File: src/rtl/ctd_pkg.sv
// ----------------------------------------------------------------------------
// ctd_pkg: shared types and constants for the Cartesian tree depth unit
// Request formats, sequence storage sizes and command codes for the modules.
// ----------------------------------------------------------------------------
package ctd_pkg;

  // sequence storage
  localparam int MAX_LENGTH = 64;
  localparam int ADDR_W     = $clog2(MAX_LENGTH);
  localparam int LEN_W      = $clog2(MAX_LENGTH + 1);
  localparam int VALUE_W    = 7;
  localparam int DEPTH_W    = 6;

  // command codes from front to back
  localparam logic CMD_STORE = 1'b0;
  localparam logic CMD_RUN   = 1'b1;

  // input request
  typedef struct packed {
    logic [6:0] element;
    logic       final_element;
  } item_t;

  // result request
  typedef struct packed {
    logic [5:0] tree_depth;
    logic       final_depth;
  } result_t;

  // classified command held in the front queue
  typedef struct packed {
    logic [VALUE_W-1:0] value;
    logic               kind;
  } cmd_t;

endpackage

File: src/rtl/cartesian_tree_depths_unit.sv
// ----------------------------------------------------------------------------
// cartesian_tree_depths_unit: max-rooted Cartesian tree node depths
// Loads a sequence one value per request, then returns each position's depth.
// ----------------------------------------------------------------------------
//   channel  | handshake          | payload
//   ---------+--------------------+------------------------------------------
//   input    | push / full        | item   (element, final_element)
//   result   | pop / empty        | result (tree_depth, final_depth)
//
// The depth engine writes each store request into the value RAM as it takes
// it. A final request starts one scan per stored position, each reading every
// stored value through the single read port of the value RAM, so a sequence
// of length L yields L results. Reset (rst, synchronous) empties both queues
// and the store. Input requests queue while the engine scans; a full result
// queue stalls the start of the next scan.
// ----------------------------------------------------------------------------
module cartesian_tree_depths_unit (
  input  logic             clk,
  input  logic             rst,
  input  logic             push,
  input  ctd_pkg::item_t   item,
  output logic             full,
  output logic             empty,
  input  logic             pop,
  output ctd_pkg::result_t result
);

  logic             cmd_valid;
  ctd_pkg::cmd_t    cmd;
  logic             cmd_pop;
  logic             res_push;
  ctd_pkg::result_t res;
  logic             res_full;

  ctd_front u_front (
    .clk       (clk),
    .rst       (rst),
    .push      (push),
    .item      (item),
    .full      (full),
    .cmd_valid (cmd_valid),
    .cmd       (cmd),
    .cmd_pop   (cmd_pop)
  );

  ctd_back u_back (
    .clk       (clk),
    .rst       (rst),
    .cmd_valid (cmd_valid),
    .cmd       (cmd),
    .cmd_pop   (cmd_pop),
    .res_push  (res_push),
    .res       (res),
    .res_full  (res_full)
  );

  ctd_out_queue u_out (
    .clk   (clk),
    .rst   (rst),
    .push  (res_push),
    .din   (res),
    .full  (res_full),
    .pop   (pop),
    .dout  (result),
    .empty (empty)
  );

endmodule

File: src/rtl/ctd_ram.sv
// ----------------------------------------------------------------------------
// ctd_ram: generic simple dual-port RAM
// One write port, one read port with registered read data.
// ----------------------------------------------------------------------------
module ctd_ram #(
  parameter int WIDTH = 8,
  parameter int DEPTH = 64
) (
  input  logic                     clk,
  input  logic                     we,
  input  logic [$clog2(DEPTH)-1:0] waddr,
  input  logic [WIDTH-1:0]         wdata,
  input  logic [$clog2(DEPTH)-1:0] raddr,
  output logic [WIDTH-1:0]         rdata
);

  logic [WIDTH-1:0] mem [DEPTH];

  // write port and registered read port
  always_ff @(posedge clk) begin
    if (we) begin
      mem[waddr] <= wdata;
    end
    rdata <= mem[raddr];
  end

endmodule

File: src/rtl/ctd_front.sv
// ----------------------------------------------------------------------------
// ctd_front: request intake
// Classifies each input request as store or store-and-run and queues it.
// ----------------------------------------------------------------------------
module ctd_front (
  input  logic          clk,
  input  logic          rst,
  input  logic          push,
  input  ctd_pkg::item_t item,
  output logic          full,
  output logic          cmd_valid,
  output ctd_pkg::cmd_t cmd,
  input  logic          cmd_pop
);

  ctd_pkg::cmd_t slot [2];
  logic          wptr;
  logic          rptr;
  logic [1:0]    count;
  logic          do_push;
  logic          do_pop;
  ctd_pkg::cmd_t incoming;

  // classify the request
  always_comb begin
    incoming.value = item.element;
    incoming.kind  = item.final_element ? ctd_pkg::CMD_RUN : ctd_pkg::CMD_STORE;
  end

  assign full      = (count == 2'd2);
  assign cmd_valid = (count != 2'd0);
  assign cmd       = slot[rptr];
  assign do_push   = push & ~full;
  assign do_pop    = cmd_pop & cmd_valid;

  // two-entry command queue
  always_ff @(posedge clk) begin
    if (rst) begin
      wptr  <= 1'b0;
      rptr  <= 1'b0;
      count <= 2'd0;
    end else begin
      if (do_push) begin
        wptr <= ~wptr;
      end
      if (do_pop) begin
        rptr <= ~rptr;
      end
      case ({do_push, do_pop})
        2'b10:   count <= count + 2'd1;
        2'b01:   count <= count - 2'd1;
        default: count <= count;
      endcase
    end
  end

  always_ff @(posedge clk) begin
    if (do_push) begin
      slot[wptr] <= incoming;
    end
  end

endmodule

File: src/rtl/ctd_out_queue.sv
// ----------------------------------------------------------------------------
// ctd_out_queue: result queue
// Two-entry queue that decouples the depth engine from the result consumer.
// ----------------------------------------------------------------------------
module ctd_out_queue (
  input  logic             clk,
  input  logic             rst,
  input  logic             push,
  input  ctd_pkg::result_t din,
  output logic             full,
  input  logic             pop,
  output ctd_pkg::result_t dout,
  output logic             empty
);

  ctd_pkg::result_t slot [2];
  logic             wptr;
  logic             rptr;
  logic [1:0]       count;
  logic             do_push;
  logic             do_pop;

  assign full    = (count == 2'd2);
  assign empty   = (count == 2'd0);
  assign dout    = slot[rptr];
  assign do_push = push & ~full;
  assign do_pop  = pop & ~empty;

  // pointers and occupancy
  always_ff @(posedge clk) begin
    if (rst) begin
      wptr  <= 1'b0;
      rptr  <= 1'b0;
      count <= 2'd0;
    end else begin
      if (do_push) begin
        wptr <= ~wptr;
      end
      if (do_pop) begin
        rptr <= ~rptr;
      end
      case ({do_push, do_pop})
        2'b10:   count <= count + 2'd1;
        2'b01:   count <= count - 2'd1;
        default: count <= count;
      endcase
    end
  end

  always_ff @(posedge clk) begin
    if (do_push) begin
      slot[wptr] <= din;
    end
  end

endmodule

File: src/rtl/ctd_back.sv
// ----------------------------------------------------------------------------
// ctd_back: depth engine
// Stores values, then for each position scans right and left through the
// value RAM with a running maximum, counting ancestors.
// ----------------------------------------------------------------------------
module ctd_back (
  input  logic             clk,
  input  logic             rst,
  input  logic             cmd_valid,
  input  ctd_pkg::cmd_t    cmd,
  output logic             cmd_pop,
  output logic             res_push,
  output ctd_pkg::result_t res,
  input  logic             res_full
);

  // sequencer states
  localparam logic [1:0] S_LOAD  = 2'd0;
  localparam logic [1:0] S_WAIT  = 2'd1;
  localparam logic [1:0] S_SCAN  = 2'd2;
  localparam logic [1:0] S_FLUSH = 2'd3;

  // scan step tags
  localparam logic [1:0] TAG_SELF  = 2'd0;
  localparam logic [1:0] TAG_RIGHT = 2'd1;
  localparam logic [1:0] TAG_LFIRST = 2'd2;
  localparam logic [1:0] TAG_LEFT  = 2'd3;

  localparam logic [ctd_pkg::LEN_W-1:0] FULL_COUNT = ctd_pkg::LEN_W'(ctd_pkg::MAX_LENGTH);

  logic [1:0]                    state;
  logic [1:0]                    state_next;
  logic [ctd_pkg::LEN_W-1:0]     loaded_count;
  logic [ctd_pkg::LEN_W-1:0]     loaded_count_next;
  logic [ctd_pkg::ADDR_W-1:0]    pos;
  logic [ctd_pkg::ADDR_W-1:0]    pos_next;
  logic [ctd_pkg::ADDR_W-1:0]    cur_addr;
  logic [ctd_pkg::ADDR_W-1:0]    cur_addr_next;
  logic [1:0]                    cur_tag;
  logic [1:0]                    cur_tag_next;

  // read pipeline tracking
  logic                          rd_valid;
  logic [1:0]                    rd_tag;
  logic                          rd_last;
  logic                          issue;
  logic                          issue_last;

  // running scan state
  logic [ctd_pkg::VALUE_W-1:0]   peak;
  logic [ctd_pkg::VALUE_W-1:0]   peak_next;
  logic [ctd_pkg::VALUE_W-1:0]   pval;
  logic [ctd_pkg::VALUE_W-1:0]   pval_next;
  logic [ctd_pkg::DEPTH_W-1:0]   cnt;
  logic [ctd_pkg::DEPTH_W-1:0]   cnt_next;

  logic                          we;
  logic [ctd_pkg::VALUE_W-1:0]   rdata;
  logic [ctd_pkg::VALUE_W-1:0]   vclamp;
  logic                          store_room;
  logic                          pos_is_last;
  logic                          right_more;

  assign store_room  = (loaded_count < FULL_COUNT);
  assign pos_is_last = (({1'b0, pos} + ctd_pkg::LEN_W'(1)) == loaded_count);
  assign right_more  = (({1'b0, cur_addr} + ctd_pkg::LEN_W'(1)) < loaded_count);

  // value store
  ctd_ram #(
    .WIDTH (ctd_pkg::VALUE_W),
    .DEPTH (ctd_pkg::MAX_LENGTH)
  ) u_values (
    .clk   (clk),
    .we    (we),
    .waddr (loaded_count[ctd_pkg::ADDR_W-1:0]),
    .wdata (cmd.value),
    .raddr (cur_addr),
    .rdata (rdata)
  );

  // sequencer: load, then one scan per position
  always_comb begin
    state_next        = state;
    loaded_count_next = loaded_count;
    pos_next          = pos;
    cur_addr_next     = cur_addr;
    cur_tag_next      = cur_tag;
    cmd_pop           = 1'b0;
    we                = 1'b0;
    issue             = 1'b0;
    issue_last        = 1'b0;
    unique case (state)
      S_LOAD: begin
        if (cmd_valid) begin
          cmd_pop = 1'b1;
          if (store_room) begin
            we                = 1'b1;
            loaded_count_next = loaded_count + ctd_pkg::LEN_W'(1);
          end
          if (cmd.kind == ctd_pkg::CMD_RUN) begin
            pos_next   = '0;
            state_next = S_WAIT;
          end
        end
      end
      S_WAIT: begin
        if (!res_full) begin
          cur_addr_next = pos;
          cur_tag_next  = TAG_SELF;
          state_next    = S_SCAN;
        end
      end
      S_SCAN: begin
        issue = 1'b1;
        if ((cur_tag == TAG_SELF || cur_tag == TAG_RIGHT) && right_more) begin
          cur_addr_next = cur_addr + ctd_pkg::ADDR_W'(1);
          cur_tag_next  = TAG_RIGHT;
        end else if ((cur_tag == TAG_SELF || cur_tag == TAG_RIGHT) && pos != '0) begin
          cur_addr_next = pos - ctd_pkg::ADDR_W'(1);
          cur_tag_next  = TAG_LFIRST;
        end else if ((cur_tag == TAG_LFIRST || cur_tag == TAG_LEFT) && cur_addr != '0) begin
          cur_addr_next = cur_addr - ctd_pkg::ADDR_W'(1);
          cur_tag_next  = TAG_LEFT;
        end else begin
          issue_last = 1'b1;
          state_next = S_FLUSH;
        end
      end
      S_FLUSH: begin
        // last read is consumed this cycle
        if (pos_is_last) begin
          loaded_count_next = '0;
          state_next        = S_LOAD;
        end else begin
          pos_next   = pos + ctd_pkg::ADDR_W'(1);
          state_next = S_WAIT;
        end
      end
      default: state_next = S_LOAD;
    endcase
  end

  always_ff @(posedge clk) begin
    if (rst) begin
      state        <= S_LOAD;
      loaded_count <= '0;
      rd_valid     <= 1'b0;
      rd_last      <= 1'b0;
    end else begin
      state        <= state_next;
      loaded_count <= loaded_count_next;
      rd_valid     <= issue;
      rd_last      <= issue_last;
    end
  end

  always_ff @(posedge clk) begin
    pos      <= pos_next;
    cur_addr <= cur_addr_next;
    cur_tag  <= cur_tag_next;
    rd_tag   <= cur_tag;
    peak     <= peak_next;
    pval     <= pval_next;
    cnt      <= cnt_next;
  end

  // clamp values above the sequence length
  assign vclamp = (rdata > loaded_count) ? loaded_count : rdata;

  // running maximum and ancestor count
  always_comb begin
    peak_next = peak;
    pval_next = pval;
    cnt_next  = cnt;
    if (rd_valid) begin
      case (rd_tag) inside
        TAG_SELF: begin
          peak_next = vclamp;
          pval_next = vclamp;
          cnt_next  = '0;
        end
        TAG_LFIRST: begin
          if (vclamp > pval) begin
            peak_next = vclamp;
            cnt_next  = cnt + ctd_pkg::DEPTH_W'(1);
          end else begin
            peak_next = pval;
          end
        end
        TAG_RIGHT, TAG_LEFT: begin
          if (vclamp > peak) begin
            peak_next = vclamp;
            cnt_next  = cnt + ctd_pkg::DEPTH_W'(1);
          end
        end
        default: peak_next = peak;
      endcase
    end
  end

  // emit the depth when the scan of a position ends
  assign res_push        = rd_valid & rd_last;
  assign res.tree_depth  = cnt_next;
  assign res.final_depth = pos_is_last;

endmodule

File: config.mk
export PLATFORM = sky130hd
export DESIGN_NAME = cartesian_tree_depths_unit
export DESIGN_NICKNAME = d
export VERILOG_FILES = /design/src/rtl/ctd_pkg.sv /design/src/rtl/cartesian_tree_depths_unit.sv /design/src/rtl/ctd_ram.sv /design/src/rtl/ctd_front.sv /design/src/rtl/ctd_out_queue.sv /design/src/rtl/ctd_back.sv
export SDC_FILE = /design/constraint.sdc
export NUM_CORES = 1
export LEC_CHECK = 0
export BUFFER_PORTS_ARGS = -buffer_cell sky130_fd_sc_hd__buf_2
export CORE_AREA = 2 2 217 197
export DETAILED_ROUTE_END_ITERATION = 8
export DIE_AREA = 0 0 219 199
export MAX_ROUTING_LAYER = met4
export PLACE_DENSITY = 0.7
export SYNTH_ARGS = -nofsm -noshare
export SYNTH_HDL_FRONTEND = slang
export SYNTH_SLANG_ARGS = --single-unit
export TNS_END_PERCENT = 100
File: constraint.sdc
create_clock -name clk -period 5.2 [get_ports clk]
set_clock_uncertainty 0.2 [all_clocks]
set_input_delay 0.78 -clock clk [delete_from_list [all_inputs] [get_ports clk]]
set_output_delay 0.78 -clock clk [all_outputs]
set_load 0.01 [all_outputs]
# ---- After elaboration in Yosys (flattened, before gate mapping)
# Memories as Yosys holds them, arrays and structs flattened. A register that Yosys moved wholly into a read port is not among the register bits.
# Cells that the tools add are included.
dict set report totals {
  ff_bits 55
  ramBits 478
  elab_cells 160
  memories 3
}
dict set report op_classes {
  addsub 12
  order_cmp 5
  n_eq_ne 26
  muxes 58
  n_bitwise 13
  n_reduce_logical 26
}
# name words width read_ports rd_clocked_by_memory_dff wr line_no
set mem_list {}
lappend mem_list {u_back.u_values.mem 64 7 1 1 1 ctd_ram.sv:17} ;# logic [WIDTH-1:0] mem [DEPTH];
lappend mem_list {u_front.slot 2 8 1 1 1 ctd_front.sv:16} ;# ctd_pkg::cmd_t slot [2];
lappend mem_list {u_out.slot 2 7 1 1 1 ctd_out_queue.sv:16} ;# ctd_pkg::result_t slot [2];
# operator count
set ops {}
lappend ops {{6-bit 2-to-1 mux} 13}
lappend ops {{7-bit 2-to-1 mux} 9}
lappend ops {{6-bit one-hot mux with 2 select lines} 2}
lappend ops {{7-bit greater-than comparator} 3}
lappend ops {{2-bit == test (second input constant)} 10}
lappend ops {{2-bit 2-to-1 mux} 10}
lappend ops {{1-bit 2-to-1 mux} 19}
lappend ops {{6-bit by 1-bit adder with 6-bit output (second input constant)} 3}
lappend ops {{6-bit by 1-bit adder with 7-bit output (second input constant)} 2}
lappend ops {{2-bit != test (second input constant)} 7}
lappend ops {{7-bit one-hot mux with 2 select lines} 1}
lappend ops {{2-bit one-hot mux with 2 select lines} 3}
lappend ops {{6-bit nonzero test} 2}
lappend ops {{6-bit by 1-bit subtractor with 6-bit output (second input constant)} 2}
lappend ops {{2-bit by 1-bit == test with 1-bit output (second input constant)} 5}
lappend ops {{2-bit nonzero test} 5}
lappend ops {{2-bit zero test} 4}
lappend ops {{1-bit inverter} 8}
lappend ops {{2-bit one-hot mux with 4 select lines} 1}
lappend ops {{4-bit AND reduction} 2}
lappend ops {{7-bit by 1-bit adder with 7-bit output (second input constant)} 1}
lappend ops {{7-bit == test} 1}
lappend ops {{7-bit < comparator} 1}
lappend ops {{7-bit < comparator (second input constant)} 1}
lappend ops {{other kinds (13)} 25}

# ---- Longest topological paths before layout
dict set report logic_depth {
  word_depth 8
  mapped_depth 16
}

# ---- By module
# From an unflattened synthesis, not the netlist that was laid out.
dict set report hier_totals {
  cells_unflattened 1288
  hier_area_um2 22549.1
}
# mod instances cells_per_inst area_each_um2 seq_area_each_um2
set modules_own_cells {}
lappend modules_own_cells {ctd_ram 1 827 17635.7 13593.0}
lappend modules_own_cells {ctd_back 1 362 3385.7 1221.2}
lappend modules_own_cells {ctd_front 1 51 800.8 580.6}
lappend modules_own_cells {ctd_out_queue 1 48 726.9 520.5}

# ---- Least setup slack after synthesis
# No wires, ideal clock.
dict set report synth_path {
  path_kind {register -> register}
  start {reg u_back.loaded_count[4] in the netlist's numbering}
  end {mem u_out.slot[0][4] in the netlist's numbering, data pin}
  arrival_time_ps 3993
  path_slack_ps 763
  stages_incl_launch_ff 16
  n_path_buf 1
  period_less_slack_ps 4437
  cell_sequence {dfxtp_1 clkbuf_1 inv_1 ha_1 a21o_1 a21oi_1 nor2b_1 o31ai_2 mux2_2 ha_1 nor2b_1 o211ai_1 a21o_1 a211oi_1 o21ai_0 o311ai_0}
}
# element line_no
set synth_rtl {}
lappend synth_rtl {{from (decl)} ctd_back.sv:33} ;# logic [ctd_pkg::LEN_W-1:0] loaded_count;
lappend synth_rtl {{from (signal assigned)} ctd_back.sv:151} ;# loaded_count <= loaded_count_next;
lappend synth_rtl {{to (decl)} ctd_out_queue.sv:16}

==> reports/results.ini <==
[sta]
worstMarginPinSlew_ps = 1270
finalHoldViolations = 0
maxSlewViolCount = 0
period_needed_ps = 4690
post-route-period-util_pct = 90.2
max_clock_freq_mhz = 213
setup_slack_ps = 507
relSlewSlack_pct = 15.4
rsz0062_at_grt = false
whs_ps = 141
setup_viol = 0
timing.setup.tns_ps = 0

[synthesis]
synth.top_cell.area_share_pct = 67.5
ys_types = 66
synth_ff_type = edfxtp_1
synth_top_area_cell = edfxtp_1
synth_area_leaders = edfxtp_1, mux4_2, dfxtp_1
synth_most_common_cell = edfxtp_1
yosysWarnings = 0
syn_nets = 1338
avgSynthCellArea_sq_um = 17.5
synth_area_sq_um = 22500
synth_commonest_cells = edfxtp_1, nor2_1, mux4_2, inv_1, ha_1
synth_edf_count = 506
syn_inst = 1285
ys_ff_latch = 542
async_flop_share_pct = 0
ys_seq_area_share_pct = 70.7

[worst_setup_path]
rrSetupSlack_ps = 510
endpoint_kind = flop
cp-start-kind = flop
cp_max_fo = 8
r2r_start = u_back.loaded_count[1]$_SDFFE_PP0P_
worstPathCellList = inv_1 > ha_1 > nor2b_1 > o21ai_0 > a21oi_1 > o31ai_2 > mux2_2 > ha_1 > nor2b_1 > o211ai_1 > a21o_1 > a211oi_1 > buf_4 > o21ai_0 > o311ai_0
reg2reg_to = u_out.slot[0][4]$_DFFE_PP_
ff2ff_path_depth = 15
slowest_delay_ps = 510
slowest_stage = o311ai_0
arrival_ps = 4820
criticalPathCategory = flop to flop
required_ps = 5320

[clock_network]
cts_setup_buffers = 0
clk_path_buf_depth = 3
clock_latency_ps = 610
cts_resized = 0
cts_tree = yes
clkSinkCount = 542
cts-buffers-inserted = 53
cts_hold_buf = 0
cts.reportedPaths.clkPinSlew_ps = 60
htreeDepth = 2
cts_root_buffer = clkbuf_16

[cells_and_area]
synthToLayoutAreaGrowth_pct = 10.2
drive_above_1_share_pct = 19.5
seq_area_sq_um = 15900
layout.nets = 1374
multi_input_area_sq_um = 6160
diodes = 0
fillCellCount = 3044

[global_routing]
antenna_found_initial = 0
overflow = 0
grt_pass1_wl_microns = 72700
grt_pass1_vias = 11700
grtUsageTotal_pct = 23.5
grt_max_degree = 72

[min_path]
min-delay-start = u_back.cur_tag[0]$_SDFFCE_PN0P_
hold_depth = 0
min_path_type = flop to flop
min_to = u_back.rd_tag[0]$_DFF_P_

[routing]
drc_errors = 0
routed_wl_microns = 47900
vias_per_cell = 6.19
final_antenna_net_count = 0
vias = 11800
drt_iter0_drc = 1551
drt_first_pass_iters = 6
post_drt_wl_per_cell_microns = 25.0

[floorplanning]
fp.dieW_microns = 219
coreArea_sq_um = 41400
rows = 71
start_util_pct = 54.4
io_pins = 21
die-area_sq_um = 43600
die_height_microns = 199

[place]
place_congestion = 0.916
portBuffers = 20
dpl.hpwl_microns = 29000
dp_slack_ps = 536

[power]
ir_drop_v = 0.000362
p_per_area_nw_per_um2 = 528
p_leak_nw = 8.09
power_w = 0.0131

[status]
status = finished clean

[run]
cap_violations = 0

[power breakdown]
part / leakage [nW] / total, W / switching (W) / internal [W]
sequential: 4.84 / 0.00552 / 0.000234 / 0.00529
combinational: 2.44 / 0.00392 / 0.00231 / 0.00161
clock: 0.803 / 0.00366 / 0.00161 / 0.00205
total: 8.09 / 0.0131 / 0.00416 / 0.00894
[placed cells by master, fill, tap and decap left out, types with 32 or more instances in the layout]
cell type	count
edfxtp_1	506
nor2_1	120
mux4_2	116
clkbuf_16	53
inv_1	43
ha_1	41
nand2_1	39
dfxtp_1	36
o21ai_0	35
mux2i_1	35
a21oi_1	32
[per-layer routing]
| layer | vias to the layer above | routed length (microns) | track usage [%] |
|---|---|---|---|
| met1 | 6107 | 20200 | 33.7 |
| met5 | - | 0 | - |
| met2 | 463 | 23000 | 36.1 |
| li1 | 5178 | - | - |
| met4 | 0 | 1090 | 6.76 |
| met3 | 81 | 3600 | 3.07 |
[worst max-delay path by stage]
stage,startpoint,endpoint,slack (ps),depth (start not counted)
CTS,u_back.loaded_count[1]$_SDFFE_PP0P_,u_out.slot[0][4]$_DFFE_PP_,550,15
global placement,u_back.loaded_count[1]$_SDFFE_PP0P_,u_out.slot[0][3]$_DFFE_PP_,770,15
floorplan,u_back.loaded_count[4]$_SDFFE_PP0P_,u_out.slot[0][4]$_DFFE_PP_,760,15
finish,u_back.loaded_count[1]$_SDFFE_PP0P_,u_out.slot[0][4]$_DFFE_PP_,510,15
global route,u_back.loaded_count[1]$_SDFFE_PP0P_,u_out.slot[0][4]$_DFFE_PP_,90,15
detailed placement,u_back.loaded_count[1]$_SDFFE_PP0P_,u_out.slot[0][4]$_DFFE_PP_,540,15
[logic make-up (layout without fill, tap and decap cells)]
logic type | Yosys count | in the layout | synth area share [%]
AOI/OAI and AO/OA | 147 | 147 | 4.31
xor gates and xnor gates | 24 | 24 | 1.03
adders and majority gates | 41 | 41 | 2.28
buffers and inverters | 102 | 182 | 2.00
DFF | 542 | 542 | 70.7
muxes | 182 | 182 | 14.7
and+or+nand+nor | 247 | 247 | 5.03
[state kept, by name (all words and copies together), names as in the netlist, 6 cells and up, named ones only]
register	count
u_out.slot	14
u_back.cur_addr	6
u_front.slot	16
u_back.u_values.rdata	7
u_back.peak	7
u_back.pos	6
u_back.cnt	6
u_back.pval	7
u_back.u_values.mem	448
u_back.loaded_count	7
[final cells by class]
cell class                      count  share of cell area [%]
Clock buffer                       69                    5.62
Clock inverter                     30                    1.03
Inverter                           44                   0.665
Multi-Input combinational cell    641                    24.8
Sequential cell                   542                    64.1
Tap cell                          547                    2.76
Timing Repair Buffer               39                    1.03
[critical path: cells and delay by family (launching register included)]
| family | cells | cell delay [ps] |
|---|---|---|
| buffers and inverters | 2 | 360 |
| AND/OR/NAND/NOR | 2 | 290 |
| multiplexers | 1 | 440 |
| flip-flops | 1 | 480 |
| AO/OA/AOI/OAI | 8 | 2020 |
| adder cells (fa/ha/maj) | 2 | 630 |
[through the flow]
stage / area (sq um) / instances / util, %
2_1_floorplan: 22500 / 1285 / -
3_3_place_gp: 23200 / 1813 / 56.0
3_5_place_dp: 23200 / 1813 / 56.0
4_1_cts: 24800 / 1912 / 60.0
5_1_grt: 24800 / 1912 / 60.0
6_report: 24800 / 1912 / 60.0
(Power assumes the default switching activity.)
